==> config.mk <==
export PLATFORM = sky130hd
export DESIGN_NAME = sync_length_checksum_packet_parser_top
export DESIGN_NICKNAME = d
export VERILOG_FILES = /design/src/rtl/slcpp_pkg.sv /design/src/rtl/sync_length_checksum_packet_parser_top.sv
export SDC_FILE = /design/constraint.sdc
export NUM_CORES = 1
export LEC_CHECK = 0
export ABC_AREA = 1
export BUFFER_PORTS_ARGS = -buffer_cell sky130_fd_sc_hd__buf_4
export CELL_PAD_IN_SITES_DETAIL_PLACEMENT = 1
export CELL_PAD_IN_SITES_GLOBAL_PLACEMENT = 1
export CORE_UTILIZATION = 49
export CTS_BUF_LIST = sky130_fd_sc_hd__clkbuf_16
export DETAILED_ROUTE_END_ITERATION = 7
export GPL_ROUTABILITY_DRIVEN = 0
export PLACE_DENSITY = 0.9
export SKIP_LAST_GASP = 1
export SYNTH_ARGS = -nofsm -noshare
export SYNTH_HDL_FRONTEND = slang
export SYNTH_SLANG_ARGS = --single-unit
==> constraint.sdc <==
create_clock -name clk -period 5 [get_ports clk]
set_clock_uncertainty 0.15 [all_clocks]
set_input_delay 0.25 -clock clk [delete_from_list [all_inputs] [get_ports clk]]
set_output_delay 0.25 -clock clk [all_outputs]
set_load 0.005 [all_outputs]
==> src/rtl/slcpp_pkg.sv <==
// Package for the sync/length/checksum packet parser.
// Holds the byte width, framing constants, error codes and row phase codes.
// No dependencies.
package slcpp_pkg;

    localparam int unsigned DATA_W            = 8;

    localparam logic [7:0] SYNC_BYTE          = 8'hAA;
    localparam logic [7:0] ROW_CODE           = 8'h80;
    localparam logic [7:0] CHECKSUM_BASE      = 8'hFF;
    localparam logic [7:0] MAX_PAYLOAD_RESET  = 8'd169;

    // Error code reported with each result beat
    typedef enum logic [1:0] {
        ERR_NONE     = 2'd0,
        ERR_LENGTH   = 2'd1,
        ERR_CHECKSUM = 2'd2,
        ERR_PARSE    = 2'd3
    } err_code_t;

    // Position of a payload byte within its four-byte row
    typedef enum logic [1:0] {
        PH_CODE = 2'd0,
        PH_LEN  = 2'd1,
        PH_HIGH = 2'd2,
        PH_LOW  = 2'd3
    } row_phase_t;

endpackage

==> src/rtl/sync_length_checksum_packet_parser_top.sv <==
// Sync/length/checksum serial packet parser, top level.
// Depends on slcpp_pkg.
//
// Usage:
//   Input channel: one received serial byte per beat on data_byte, moved
//   when in_valid is high and in_stall is low. Two bytes of 0xAA in a row
//   open a packet, the next byte is the payload length, then the payload
//   (rows of 0x80, ignored length, high byte, low byte), then a checksum.
//   Output channel: one result beat per input beat (packet_ok, raw_value,
//   error_code), moved when out_valid is high and out_stall is low.
//   Registers: a byte is taken into the input register and its result into
//   the result register. Throughput: one byte per cycle unless the receiver
//   stalls, set by the single pass of parser logic between the two registers.
//   When the receiver stalls, the result register holds; the input register
//   keeps taking a byte until it too is full, after which in_stall rises.
//   Reset clears all parser state, sets max_payload_length to 169 and
//   empties both registers. cfg_write_en/cfg_write_data load the maximum
//   payload length; write it only while no byte is in flight.
module sync_length_checksum_packet_parser_top (
    input  logic                            clk,
    input  logic                            rst_n,
    // configuration
    input  logic                            cfg_write_en,
    input  logic [slcpp_pkg::DATA_W-1:0]    cfg_write_data,
    // input channel
    input  logic                            in_valid,
    output logic                            in_stall,
    input  logic [slcpp_pkg::DATA_W-1:0]    data_byte,
    // output channel
    output logic                            out_valid,
    input  logic                            out_stall,
    output logic                            packet_ok,
    output logic [2*slcpp_pkg::DATA_W-1:0]  raw_value,
    output slcpp_pkg::err_code_t            error_code
);
    import slcpp_pkg::*;

    localparam int unsigned SAMPLE_W = 2 * DATA_W;

    // configuration register
    logic [DATA_W-1:0]   max_len_reg;

    // input register
    logic                s1_valid_reg;
    logic [DATA_W-1:0]   s1_byte_reg;

    // parser state
    logic [DATA_W-1:0]   prev_byte_reg,    prev_byte_next;
    logic                in_packet_reg,    in_packet_next;
    logic                have_len_reg,     have_len_next;
    logic [DATA_W-1:0]   byte_pos_reg,     byte_pos_next;
    logic [DATA_W-1:0]   payload_len_reg,  payload_len_next;
    logic [DATA_W-1:0]   run_sum_reg,      run_sum_next;
    row_phase_t          row_phase_reg,    row_phase_next;
    logic [SAMPLE_W-1:0] pend_sample_reg,  pend_sample_next;
    logic                pend_valid_reg,   pend_valid_next;
    logic                parse_fail_reg,   parse_fail_next;
    logic [SAMPLE_W-1:0] commit_reg,       commit_next;

    // result register
    logic                out_valid_reg;
    logic                ok_reg,           ok_next;
    err_code_t           err_reg,          err_next;
    logic [SAMPLE_W-1:0] raw_reg;

    logic                s1_fire;
    logic                s1_load;
    logic                out_free;
    logic [DATA_W-1:0]   b;

    // handshake: input register advances whenever the result register frees
    assign out_free = !out_valid_reg || !out_stall;
    assign s1_fire  = s1_valid_reg && out_free;
    assign in_stall = s1_valid_reg && !out_free;
    assign s1_load  = in_valid && !in_stall;
    assign b        = s1_byte_reg;

    // per-byte parser step
    always_comb
    begin
        prev_byte_next   = b;
        in_packet_next   = in_packet_reg;
        have_len_next    = have_len_reg;
        byte_pos_next    = byte_pos_reg;
        payload_len_next = payload_len_reg;
        run_sum_next     = run_sum_reg;
        row_phase_next   = row_phase_reg;
        pend_sample_next = pend_sample_reg;
        pend_valid_next  = pend_valid_reg;
        parse_fail_next  = parse_fail_reg;
        commit_next      = commit_reg;
        ok_next          = 1'b0;
        err_next         = ERR_NONE;

        if (in_packet_reg)
        begin
            priority if (!have_len_reg)
            begin
                // length byte
                payload_len_next = b;
                have_len_next    = 1'b1;
                byte_pos_next    = '0;
                if (b > max_len_reg)
                begin
                    in_packet_next = 1'b0;
                    err_next       = ERR_LENGTH;
                end
            end
            else if (byte_pos_reg < payload_len_reg)
            begin
                // payload byte: sum always, parse until the first bad row
                run_sum_next  = run_sum_reg + b;
                byte_pos_next = byte_pos_reg + 1'b1;
                if (!parse_fail_reg)
                begin
                    unique case (row_phase_reg)
                        PH_CODE:
                        begin
                            if (b != ROW_CODE)
                                parse_fail_next = 1'b1;
                            else
                                row_phase_next = PH_LEN;
                        end
                        PH_LEN:
                            row_phase_next = PH_HIGH;
                        PH_HIGH:
                        begin
                            pend_sample_next = {b, pend_sample_reg[DATA_W-1:0]};
                            row_phase_next   = PH_LOW;
                        end
                        PH_LOW:
                        begin
                            pend_sample_next = {pend_sample_reg[SAMPLE_W-1:DATA_W], b};
                            pend_valid_next  = 1'b1;
                            row_phase_next   = PH_CODE;
                        end
                        default:
                            row_phase_next = PH_CODE;
                    endcase
                end
            end
            else
            begin
                // checksum byte closes the packet
                if ((CHECKSUM_BASE - run_sum_reg) == b)
                begin
                    if (parse_fail_reg || (row_phase_reg != PH_CODE))
                        err_next = ERR_PARSE;
                    else
                    begin
                        ok_next = 1'b1;
                        if (pend_valid_reg)
                            commit_next = pend_sample_reg;
                    end
                end
                else
                    err_next = ERR_CHECKSUM;
                in_packet_next = 1'b0;
            end
        end

        // sync search, also right after a packet closes
        if (!in_packet_next && (b == SYNC_BYTE) && (prev_byte_reg == SYNC_BYTE))
        begin
            in_packet_next  = 1'b1;
            have_len_next   = 1'b0;
            byte_pos_next   = '0;
            run_sum_next    = '0;
            row_phase_next  = PH_CODE;
            pend_valid_next = 1'b0;
            parse_fail_next = 1'b0;
        end
    end

    // configuration register
    always_ff @(posedge clk or negedge rst_n)
    begin
        if (!rst_n)
            max_len_reg <= MAX_PAYLOAD_RESET;
        else if (cfg_write_en)
            max_len_reg <= cfg_write_data;
    end

    // input register
    always_ff @(posedge clk or negedge rst_n)
    begin
        if (!rst_n)
            s1_valid_reg <= 1'b0;
        else if (s1_load)
            s1_valid_reg <= 1'b1;
        else if (s1_fire)
            s1_valid_reg <= 1'b0;
    end

    always_ff @(posedge clk)
    begin
        if (s1_load)
            s1_byte_reg <= data_byte;
    end

    // parser state
    always_ff @(posedge clk or negedge rst_n)
    begin
        if (!rst_n)
        begin
            prev_byte_reg   <= '0;
            in_packet_reg   <= 1'b0;
            have_len_reg    <= 1'b0;
            byte_pos_reg    <= '0;
            payload_len_reg <= '0;
            run_sum_reg     <= '0;
            row_phase_reg   <= PH_CODE;
            pend_sample_reg <= '0;
            pend_valid_reg  <= 1'b0;
            parse_fail_reg  <= 1'b0;
            commit_reg      <= '0;
        end
        else if (s1_fire)
        begin
            prev_byte_reg   <= prev_byte_next;
            in_packet_reg   <= in_packet_next;
            have_len_reg    <= have_len_next;
            byte_pos_reg    <= byte_pos_next;
            payload_len_reg <= payload_len_next;
            run_sum_reg     <= run_sum_next;
            row_phase_reg   <= row_phase_next;
            pend_sample_reg <= pend_sample_next;
            pend_valid_reg  <= pend_valid_next;
            parse_fail_reg  <= parse_fail_next;
            commit_reg      <= commit_next;
        end
    end

    // result register
    always_ff @(posedge clk or negedge rst_n)
    begin
        if (!rst_n)
            out_valid_reg <= 1'b0;
        else if (out_free)
            out_valid_reg <= s1_valid_reg;
    end

    always_ff @(posedge clk)
    begin
        if (s1_fire)
        begin
            ok_reg  <= ok_next;
            err_reg <= err_next;
            raw_reg <= commit_next;
        end
    end

    assign out_valid  = out_valid_reg;
    assign packet_ok  = ok_reg;
    assign raw_value  = raw_reg;
    assign error_code = err_reg;

`ifndef NO_ASSERTIONS
    // a good packet never carries an error code
    assert property (@(posedge clk) disable iff (!rst_n)
        (s1_fire && ok_next) |-> (err_next == ERR_NONE))
        else $error("packet_ok raised together with an error code");

    // input side stalls only while both registers are held
    assert property (@(posedge clk) disable iff (!rst_n)
        in_stall |-> (s1_valid_reg && out_valid_reg && out_stall))
        else $error("input stalled without a full pipeline");

    // the committed sample moves only on a good packet
    assert property (@(posedge clk) disable iff (!rst_n)
        (s1_fire && !ok_next) |=> (commit_reg == $past(commit_reg)))
        else $error("raw value changed without a good packet");

    // a length abort leaves the packet unless the byte itself restarts sync
    assert property (@(posedge clk) disable iff (!rst_n)
        (s1_fire && (err_next == ERR_LENGTH) && (b != SYNC_BYTE)) |=> !in_packet_reg)
        else $error("still in packet after a length abort");

    // no result beat is lost while the receiver stalls
    assert property (@(posedge clk) disable iff (!rst_n)
        (out_valid_reg && out_stall) |=> out_valid_reg)
        else $error("result dropped while stalled");
`endif

endmodule

# After elaboration in Yosys (flattened, before gate mapping)
# Cells that the tools add are included.
# Widths: inputs -> output; s select.
[word_totals]
latch_bits = 0
register_bits = 107
inputBits = 21
word_cells = 118
mem_count = 0
ramBits = 0
out_inout_bits = 21
romBits = 0
[classes]
n_reduce_logical = 28
order_cmp = 2
n_shift = 0
addsub = 3
eq_ne = 10
mul = 0
bitwise_logic = 6
n_mux = 50
n_div = 0
[op_table]
columns = ["cell", "count"]
rows = [
  ["$mux 16", 6],
  ["$mux 8", 8],
  ["$pmux 16 s2", 1],
  ["$mux 1", 24],
  ["$mux 2", 10],
  ["$eq 8x8->1 const B", 2],
  ["$reduce_and 7->1", 2],
  ["$reduce_and 6->1", 2],
  ["$reduce_bool 2->1", 6],
  ["$add 8x1->8 const B", 1],
  ["$add 8x8->8", 1],
  ["$eq 8x8->1", 1],
  ["$gt 8x8->1", 1],
  ["$lt 8x8->1", 1],
  ["$ne 8x8->1 const B", 1],
  ["$pmux 2 s4", 1],
  ["$sub 8x8->8 const A", 1],
  ["$not 1->1", 6],
  ["$reduce_and 3->1", 2],
  ["$logic_and 1x1->1", 5],
  ["$logic_not 1->1", 5],
  ["$eq 2x2->1 const B", 2],
  ["$reduce_and 4->1", 1],
  ["$reduce_or 4->1", 1],
  ["other kinds (7)", 8],
]

# Depth between registers and ports, before layout
[logic_depth]
depth_word = 9
depth_mapped = 15
ltp_nobuf = 14

# Worst setup path after synthesis
# OpenSTA, ideal clock, no wires.
[synth_path]
kind = "reg-to-reg"
from = "register s1_byte_reg[3], in the netlist b[3]"
to = "register raw_reg[11], in the netlist raw_value[11] (data pin)"
path_slack_ps = 2802
path_stages_with_launch = 11
n_path_buf = 1
setup_time_ps = 249
arrival_ps = 1799
path_cell_list = "edfxtp_1 -> ha_1 -> nand2_1 -> nor2_1 -> nand3_2 -> nor3_2 -> nand2_2 -> buf_6 -> or2_1 -> nand2_1 -> inv_1"
[synth_via]
elab_chain_len = 5
[synth_lines]
columns = ["element", "line_no", "text"]
rows = [
  ["start, declared", "sync_length_checksum_packet_parser_top.sv:45", "logic [DATA_W-1:0] s1_byte_reg;"],
  ["start signal, assigned", "sync_length_checksum_packet_parser_top.sv:198", "s1_byte_reg <= data_byte;"],
  ["$eq 8x8->1", "sync_length_checksum_packet_parser_top.sv:145", "if ((CHECKSUM_BASE - run_sum_reg) == b)"],
  ["$mux 16", "sync_length_checksum_packet_parser_top.sv:145", ""],
  ["$mux 16", "sync_length_checksum_packet_parser_top.sv:109", "else if (byte_pos_reg < payload_len_reg)"],
  ["$mux 16", "sync_length_checksum_packet_parser_top.sv:97", "priority if (!have_len_reg)"],
  ["$mux 16", "sync_length_checksum_packet_parser_top.sv:95", "if (in_packet_reg)"],
  ["net commit_next[11]", "sync_length_checksum_packet_parser_top.sv:58", "logic [SAMPLE_W-1:0] commit_reg, commit_next;"],
  ["end signal, assigned", "sync_length_checksum_packet_parser_top.sv:249", "raw_reg <= commit_next;"],
  ["end, declared", "sync_length_checksum_packet_parser_top.sv:64", "logic [SAMPLE_W-1:0] raw_reg;"],
]
# The timed path passes the listed nets, and every way through them passes these cells.
# A chain may end at the register's enable or synchronous reset.

# Worst setup path after layout
[layout_path]
from = "register s1_byte_reg[0], in the netlist b[0]"
to = "register row_phase_reg[1]"
[layout_via]
elab_chain_len = 9
word_cells_on_any_way = 16
classes_between = "order compare: 1; eq/ne: 4; mux: 4; reduce/logical: 7"
[layout_lines]
columns = ["element", "line_no", "text"]
rows = [
  ["$gt 8x8->1", "sync_length_checksum_packet_parser_top.sv:103", "if (b > max_len_reg)"],
  ["$mux 1", "sync_length_checksum_packet_parser_top.sv:103", ""],
  ["$mux 1", "sync_length_checksum_packet_parser_top.sv:97", ""],
  ["$mux 1", "sync_length_checksum_packet_parser_top.sv:95", ""],
  ["$logic_not 1->1", "sync_length_checksum_packet_parser_top.sv:163", "if (!in_packet_next && (b == SYNC_BYTE) && (prev_byte_reg == SYNC_BYTE))"],
  ["$logic_and 1x1->1 (2 in series)", "sync_length_checksum_packet_parser_top.sv:163", ""],
  ["$ne 3x3->1 (no line) (tied with other cells)", "-", ""],
  ["$reduce_and 6->1 (no line)", "-", ""],
  ["end signal, assigned", "sync_length_checksum_packet_parser_top.sv:226", "row_phase_reg <= row_phase_next;"],
  ["end, declared", "sync_length_checksum_packet_parser_top.sv:54", "row_phase_t row_phase_reg, row_phase_next;"],
]
# Several ways; a longest one is shown, not always the timed one.

==> results_dict.tcl <==
set metrics [dict create \
    drtIter0Drc 317 \
    ioPinCount 42 \
    cts-buffers-inserted 9 \
    pwr_density_cell_nw_per_um2 409 \
    nFillCells 1226 \
    syn_area_um2 5320 \
    fp.dieH_um 106 \
    worstSetupStartpointType "flip-flop" \
    hold_violations 0 \
    die-width_um 106 \
    power_leakage_nw 3.22 \
    synth-edff-count 27 \
    hold_class "in -> reg" \
    critical_path_class "reg -> reg" \
    cap_violations 0 \
    yosysWarningCount 0 \
    clockBufferDepth 2 \
    via_count 4449 \
    ant_nets 0 \
    clk_pin_slew_ns 0.08 \
    dp_hpwl_um 10000 \
    dpl_worst_slack_ns 2.18 \
    setup_viol 0 \
    insertedDiodeCount 0 \
    drv_slew 0 \
    cp_slowest_cell "edfxtp_1" \
    cts_resized 0 \
    cpMostUsedCell "nand2_1" \
    critPathRequiredTime_ns 5.06 \
    antenna_found_initial 0 \
    viasPerCell 5.55 \
    min_period_ns 3.01 \
    final_util_pct 59.7 \
    period_share_pct 60.2 \
    die-area_um2 11300 \
    ys_ff_latch 107 \
    syn_area_per_cell_um2 8.81 \
    synth-main-ff-cell "dfrtp_1" \
    portBuffers 41 \
    cts_max_level 3 \
    fin_tns_setup_ns 0 \
    cts_setup_buffers 0 \
    dr.pass1.iters 5 \
    area_delta_synth_final_pct 16.9 \
    grt_max_degree 81 \
    post-route-drc-count 0 \
    core_area_um2 10400 \
    grt_pass1_vias 5010 \
    nNetsFinal 711 \
    synthesis.nets 654 \
    grt_pass1_wl_um 26300 \
    track_usage_pct 31.6 \
    async_flop_share_pct 74.8 \
    cp_cell_sequence "inv_1 > ha_1 > nand2_1 > nor2_1 > a21oi_1 > a21oi_1 > nand2_1 > nand3_1 > o211ai_1 > nand2_1" \
    crit_arrival_ns 3.08 \
    ctsRootBufferMaster "clkbuf_16" \
    seq_area_frac_synth_pct 52.9 \
    outcome "finished clean" \
    path_max_fanout 13 \
    ir_worst_vdd_v 0.000348 \
    row_count 37 \
    slowest_delay_ns 0.55 \
    wirelength_um 16200 \
    worst_pin_slew_ns 1.05 \
    synth_cell_types 38 \
    gr-total-overflow 0 \
    cts_tree "built" \
    cts_hold_buf 17 \
    slew_headroom_pct 29.7 \
    rsz0062_at_grt "false" \
    drive_above_1_share_pct 12.3 \
    start_util_pct 51.1 \
    hold_slack_ns 0.0317 \
    fmax_mhz 332 \
    clk-insertion-delay-late_ns 0.36 \
    cts_num_sinks 107 \
    cp-end-kind "flip-flop" \
    fin_ws_ns 1.99 \
    wl_per_cell_um 20.2 \
    syn_inst 604 \
]
==> synthesized netlist by cell type, types with 6 or more instances <==
master / number / area [µm²]
a21oi_1: 19 / 95.1
buf_2: 7 / 35.0
dfrtp_1: 76 / 1900
edfxtp_1: 27 / 811
ha_1: 28 / 350
inv_1: 89 / 334
nand2_1: 162 / 608
nand3_1: 33 / 165
nand4_1: 11 / 68.8
nor2_1: 32 / 120
o21ai_0: 46 / 230
o21ai_1: 6 / 30.0
xor2_1: 8 / 70.1
==> final cells by class <==
cell class,count,area [µm²],share of cell area (%)
Multi-Input combinational cell,390,2090,33.6
Tap cell,136,170,2.74
Sequential cell,107,2820,45.3
Inverter,93,349,5.61
Timing Repair Buffer,60,493,7.93
Clock buffer,11,275,4.43
Clock inverter,5,26.3,0.422
==> through the flow <==
| step | total power, W | cell area, µm² | std cells |
|---|---|---|---|
| after global placement | 0.00172 | 5740 | 769 |
| after CTS | 0.00254 | 6220 | 802 |
| after global routing | 0.00268 | 6220 | 802 |
| final | 0.00255 | 6220 | 802 |
| after detailed placement | 0.00179 | 5750 | 769 |
| after floorplan | 0.00156 | 5320 | 604 |
==> layer usage <==
metal | vias up | wire, µm | global-route usage, %
met5 | - | 0 | 0
met2 | 116 | 8670 | 57.1
met4 | 0 | 651 | 15.7
met3 | 50 | 685 | 7.97
li1 | 2041 | - | -
met1 | 2242 | 6170 | 34.1
==> where the power goes <==
| part | internal [W] | switching, W |
|---|---|---|
| clock | 0.000395 | 0.000332 |
| sequential | 0.00103 | 0.000103 |
| combinational | 0.000256 | 0.000430 |
| total | 0.00168 | 0.000865 |
==> logic make-up (layout without fill, tap and decap cells) <==
kind of cell / count (synthesis) / after routing / synth area share [%]
AO/OA/AOI/OAI: 80 / 80 / 7.92
XOR/XNOR: 13 / 13 / 2.14
adder cells (fa/ha/maj): 29 / 29 / 6.96
buffers and inverters: 107 / 169 / 7.92
flip-flops: 107 / 107 / 52.9
multiplexers: 1 / 1 / 0.212
AND/OR/NAND/NOR: 267 / 267 / 21.9
==> worst max-delay path, delay by kind of cell (launching register included) <==
kind / cells / cell delay [ns]
simple gates: 5 / 0.85
fa+ha+maj: 1 / 0.36
compound gates: 3 / 0.70
flops: 1 / 0.55
buf+inv: 1 / 0.23
==> placed cells by master, fill, tap and decap left out, types with 3 or more instances in the layout <==
master         netlist  layout
dlygate4sd3_1        0      17
inv_1               89      91
o21ai_1              6       6
dfrtp_1             76      76
xor2_1               8       8
nand2_2              4       4
o21ai_0             46      46
edfxtp_1            27      27
nand4_1             11      11
buf_4                1      43
a21o_1               3       3
nor3_2               3       4
clkbuf_16            0      11
or2_2                5       5
a21oi_1             19      19
nand3_1             33      33
nand2_1            162     162
dfstp_2              4       4
nor3_1               5       4
ha_1                28      28
nor2_1              32      32
xnor2_1              5       5
or2_1                4       4
==> path summary, 6_finish.rpt <==
check / start / slack (ns) / cells past startpoint / to
worst max-delay path: b[0] / 1.99 / 10 / row_phase_reg[1]
worst min-delay path: cfg_write_en / 0.03 / 2 / max_len_reg[5]
worst max register to register: b[0] / 1.99 / 10 / row_phase_reg[1]
worst min register to register: commit_reg[9] / 0.34 / 2 / commit_reg[9]
max in group asynchronous: rst_n / 3.56 / 2 / max_len_reg[6]
min in group asynchronous: rst_n / 0.47 / 2 / commit_reg[1]
Power figures use the tool's default switching activity.
